`src/rtl/tccs_pkg.sv`:
```
// Shared types and constants for the text console core.
// No dependencies; imported by the cursor unit, the top level and the checker.
package tccs_pkg;

  localparam int CELL_W    = 16;
  localparam int ATTR_W    = 8;
  localparam int CHAR_W    = 8;
  localparam int OP_W      = 2;
  localparam int ADDR_IN_W = 11;
  localparam int ROW_OUT_W = 5;
  localparam int COL_OUT_W = 7;

  localparam logic [OP_W-1:0] OP_PUT   = 2'd0;
  localparam logic [OP_W-1:0] OP_CLEAR = 2'd1;
  localparam logic [OP_W-1:0] OP_READ  = 2'd2;

  localparam logic [CHAR_W-1:0] CHAR_NEWLINE   = 8'h0A;
  localparam logic [CHAR_W-1:0] CHAR_BACKSPACE = 8'h08;
  localparam logic [CHAR_W-1:0] CHAR_SPACE     = 8'h20;

  localparam logic [ATTR_W-1:0] ATTR_RESET = 8'h0F;

  // What one put does to the cell store.
  typedef struct packed {
    logic write_cell;
    logic blank_cell;
    logic scroll;
  } cell_plan_t;

endpackage

```
`src/rtl/tccs_cursor.sv`:
```
// Cursor unit: holds row, column and row base address, and plans the cell write
// and scroll that a put causes. Depends on tccs_pkg.
module tccs_cursor import tccs_pkg::*; #(
  parameter int COLUMNS = 80,
  parameter int ROWS    = 25
) (
  input  logic                                clk,
  input  logic                                rst,
  input  logic                                put_en,
  input  logic                                clear_en,
  input  logic [CHAR_W-1:0]                   char_code,
  output cell_plan_t                          plan,
  output logic [$clog2(ROWS*COLUMNS)-1:0]     write_addr,
  output logic [$clog2(ROWS)-1:0]             row,
  output logic [$clog2(COLUMNS)-1:0]          col
);

  localparam int AW = $clog2(ROWS * COLUMNS);
  localparam int RW = $clog2(ROWS);
  localparam int CW = $clog2(COLUMNS);

  logic [AW-1:0] row_base;
  logic [AW-1:0] row_base_next;
  logic [RW-1:0] row_next;
  logic [CW-1:0] col_next;
  logic [AW-1:0] here;
  logic          advance;

  assign here = row_base + AW'(col);

  always_comb begin
    plan          = '0;
    write_addr    = here;
    advance       = 1'b0;
    row_next      = row;
    col_next      = col;
    row_base_next = row_base;
    if (char_code == CHAR_NEWLINE) begin
      advance = 1'b1;
    end else if (char_code == CHAR_BACKSPACE) begin
      if (col != '0) begin
        plan.write_cell = 1'b1;
        plan.blank_cell = 1'b1;
        write_addr      = here - AW'(1);
        col_next        = col - CW'(1);
      end
    end else begin
      plan.write_cell = 1'b1;
      if (col == CW'(COLUMNS - 1)) begin
        advance = 1'b1;
      end else begin
        col_next = col + CW'(1);
      end
    end
    if (advance) begin
      col_next = '0;
      // On the last row the cursor stays on that row and the screen moves up instead.
      if (row == RW'(ROWS - 1)) begin
        plan.scroll = 1'b1;
      end else begin
        row_next      = row + RW'(1);
        row_base_next = row_base + AW'(COLUMNS);
      end
    end
  end

  always_ff @(posedge clk) begin
    if (rst || clear_en) begin
      row      <= '0;
      col      <= '0;
      row_base <= '0;
    end else if (put_en) begin
      row      <= row_next;
      col      <= col_next;
      row_base <= row_base_next;
    end
  end

endmodule

```
`config.mk`:
```
export PLATFORM = sky130hd
export DESIGN_NAME = tccs_cursor
export DESIGN_NICKNAME = d
export VERILOG_FILES = /design/src/rtl/tccs_pkg.sv /design/src/rtl/tccs_cursor.sv
export SDC_FILE = /design/constraint.sdc
export NUM_CORES = 1
export LEC_CHECK = 0
export BUFFER_PORTS_ARGS = -buffer_cell sky130_fd_sc_hd__buf_2
export CAP_MARGIN = 10
export CORE_MARGIN = 4
export CORE_UTILIZATION = 58
export DETAILED_ROUTE_END_ITERATION = 6
export HOLD_SLACK_MARGIN = 0.12
export PLACE_DENSITY = 0.85
export RECOVER_POWER = 100
export SETUP_SLACK_MARGIN = 0.02
export SLEW_MARGIN = 30
export SYNTH_ARGS = -nofsm -noshare
export SYNTH_HDL_FRONTEND = slang
export SYNTH_SLANG_ARGS = --single-unit
```
`constraint.sdc`:
```
create_clock -name clk -period 8.3 [get_ports clk]
set_clock_uncertainty 0.2 [all_clocks]
set_input_delay 1.66 -clock clk [delete_from_list [all_inputs] [get_ports clk]]
set_output_delay 1.66 -clock clk [all_outputs]
set_load 0.02 [all_outputs]
```
==> impl_results.md <==
* Status: complete, no violations
* Vias in the first global route at 1505
* CP delay by family, top: simple AND/OR/NAND/NOR gates
* Critical path data arrival time at 3.95 ns
* Power per cell area at 84.7 nW/um^2
* Crit path required time at 6.44 ns
* CTS tree: yes
* Worst-path clk slew at 0.10 ns
* Count of cell types in the netlist at 48
* Internal at 0.116 mW
* Area growth syn-to-layout at 6.49%
* Switching fraction of total power at 0.244
* Min-delay worst type: flop to flop
* Critical setup path kind: input port to primary output
* Reg2Reg Setup Slack at 5.80 ns
* Logic pwr share at 0.098
* Hold buffers post-CTS at 0
* Leakage power at 0.719 nW
* Gr usage total at 0.218
* Ys flop type: dfxtp_1
* Startpoint Class: input port
* DRT iter0 DRCs at 66
* Routed vias/inst at 6.00
* Slew @ Worst Pin at 0.642 ns
* Yosys Warn Count at 0
* Syn avg cell area at 8.27 sq um
* Std-Cell Rows at 19
* Post-DP HPWL at 3070 um
* Worst setup EP type: primary output
* Initial antenna violation count at 0
* CP max stage delay at 0.54 ns
* Max Root-Sink Buffers at 2
* Final Hold Fails at 0
* Cell breakdown of the critical path: buf_2 -> or4b_1 -> or2_0 -> clkinvlp_2 -> nand4_1 -> nor4b_1 -> xnor2_1 -> buf_2
* Place WS at 2.92 ns
* Synthesized area at 1700 sq um
* Top-count cell post-synth: nor2_1
* Post-synth top area share at 0.224
* #FFs+latches synth at 19
* Max VDD drop at 129 uV
* Top cells by instance count after synthesis: nor2_1 (29), dfxtp_1 (19), a21oi_1 (16), nand2_1 (14), ha_1 (13)
* Fin crit share at 0.700
* Grt total ovfl at 0
* DRT antenna net count at 0
* EDFF count, synth at 0
* Worst R2R End: row[2]
* Reg2reg start: col[1]
* Tmin final at 5.81 ns
* Worst path bufs/invs at 3
* Worst setup margin at 2.49 ns
* Post-CTS Setup Inserts at 0
* Final setup viols at 0
* Ant diodes at 0
* Clock power share at 0.297
* WL per Instance at 14.5 um
* Post-synth top area cell: dfxtp_1
* Sequential share of power at 0.606
* First-pass GRT wire length at 6300 um
* Routed WL at 3910 um
* Clk sink count at 19
* IO buf count at 37
* Initial Util at 0.610
* R2R cell count at 6
* Post-route insts no fill at 269
* Max-slew violation count at 0
* H-tree levels at 1
* Psw at 0.0373 mW
* Post-synthesis async set-or-reset flop share at 0
* DR DRC count at 0
* Num CTS Buffers at 3
* Core area at 2780 sq um
* Die width at 62.1 um
* Layout cells sized above 1 at 0.0966
* Hold path startpoint: row_base[10]
* CP most frequent cell: buf_2
* RSZ-0062 raised after global routing: false
* Slowest CP cell: or4b_1
* Worst Hold End: row_base[10]
* Rel. slew slack at 0.572
* Setup TNS at 0 ns
* Global placement routability congestion at 0.820
* FMAX at 172 MHz
* Hold path depth at 2
* Count of mapped cells out of synthesis at 205
* Max Cap Violations at 0
* Gates resized, CTS repair at 0
* Via Count at 1615
* Die ar. at 3850 sq um
* Die H at 62.1 um
* Final #Nets at 266
* Critical Path Source: char_code[2]
* Placed cell count at 265
* Filler cells at 270
* Worst-skew pair later-pin latency at 0.29 ns
* Crit path max fanout at 8
* Drt pass-1 iters at 4
* Top cells by area, synth: dfxtp_1 (22%), ha_1 (9.6%), nor2_1 (6.4%), xnor2_1 (6.2%), a21oi_1 (4.7%)
* Register area share after synthesis at 0.224
* WP depth at 8
* Io pins at 38
* Syn Nets at 232
* Largest net degree at the start of global routing at 19
* Root Buffer: clkbuf_4
==> cell usage in the layout, fill, tap and decap left out, types with 2 or more instances in the layout <==
cell type  Yosys  routed
mux2_1         2       2
a21o_1         6       6
dfxtp_1       19      19
buf_2          0      14
nor3_1         4       4
nand3_1        3       3
clkbuf_4       0       3
xor2_1         9       9
o21ai_0        5       6
clkbuf_1       4      24
a211o_1        2       2
nand2_1       14      14
nand4_1        6       7
or2_0          1       2
fa_1           2       2
or3_1          2       2
inv_1          7       7
or4b_1         2       2
o2111ai_1      2       2
mux2i_1        3       3
nor2_1        29      29
a21oi_1       16      17
xnor2_1       12      12
nor4_1         1       3
a211oi_1       4       4
nor2b_1        5       5
ha_1          13      13
o211ai_1       3       3
nand2b_1       3       3
or4_4          2       2
==> tightest hold or removal path: stages (launching register included) <==
cell	delay (ns)
dfxtp_1	0.35
nand2_1	0.06
mux2i_1	0.05
==> layout make-up <==
cell class / instances / area, sq um / share of cell area
clock buffer: 4 / 26.3 / 0.0146
inverter: 8 / 31.3 / 0.0173
multi-input combinational: 170 / 1170 / 0.649
sequential: 19 / 380 / 0.211
tap: 31 / 38.8 / 0.0215
timing repair buffer: 37 / 156 / 0.0866
==> metrics by stage <==
step	area [sq um]	utilization	hold WS (ns)	total power, mW
final	1810	0.649	0.302	0.153
after global routing	1810	0.649	0.328	0.162
after CTS	1890	0.681	0.307	0.156
after detailed placement	1870	0.671	0.291	0.110
after global placement	1870	0.671	0.284	0.110
after floorplan	1700	-	0.256	0.105
==> how the worst max path moves through the flow <==
stage / to / slack, ns
2_1_floorplan: write_addr[1] / 3.02
3_3_place_gp: write_addr[9] / 2.98
3_5_place_dp: write_addr[9] / 2.92
4_1_cts: write_addr[9] / 2.91
5_1_grt: write_addr[9] / 2.40
6_report: write_addr[9] / 2.49
==> power groups by stage <==
stage / logic, mW / clock network, mW / registers [mW]
after global routing: 0.0165 / 0.0530 / 0.0928
after CTS: 0.0158 / 0.0474 / 0.0925
after detailed placement: 0.0157 / 0 / 0.0946
after floorplan: 0.00997 / 0 / 0.0948
after global placement: 0.0154 / 0 / 0.0946
final: 0.0150 / 0.0453 / 0.0926
==> cell families (layout without fill, tap and decap cells) <==
kind of cell,count (synthesis),count (layout),share of synthesized area
AND/OR/NAND/NOR,86,86,0.297
multiplexers,5,5,0.0310
XOR/XNOR,21,21,0.108
adder cells (fa/ha/maj),15,15,0.120
AO/OA/AOI/OAI,43,43,0.168
buffers and inverters,16,49,0.0517
flip-flops,19,19,0.224
==> routing by layer <==
metal	routed length, um	GRT usage
met3	262	0.0455
met5	0	0
met1	1700	0.257
met2	1910	0.395
met4	37	0.0636
==> state kept, by name, indices dropped and copies added, names as in the netlist <==
name / flops
col: 7
row: 5
row_base: 7
No activity file was read; power rests on OpenSTA's default activity.
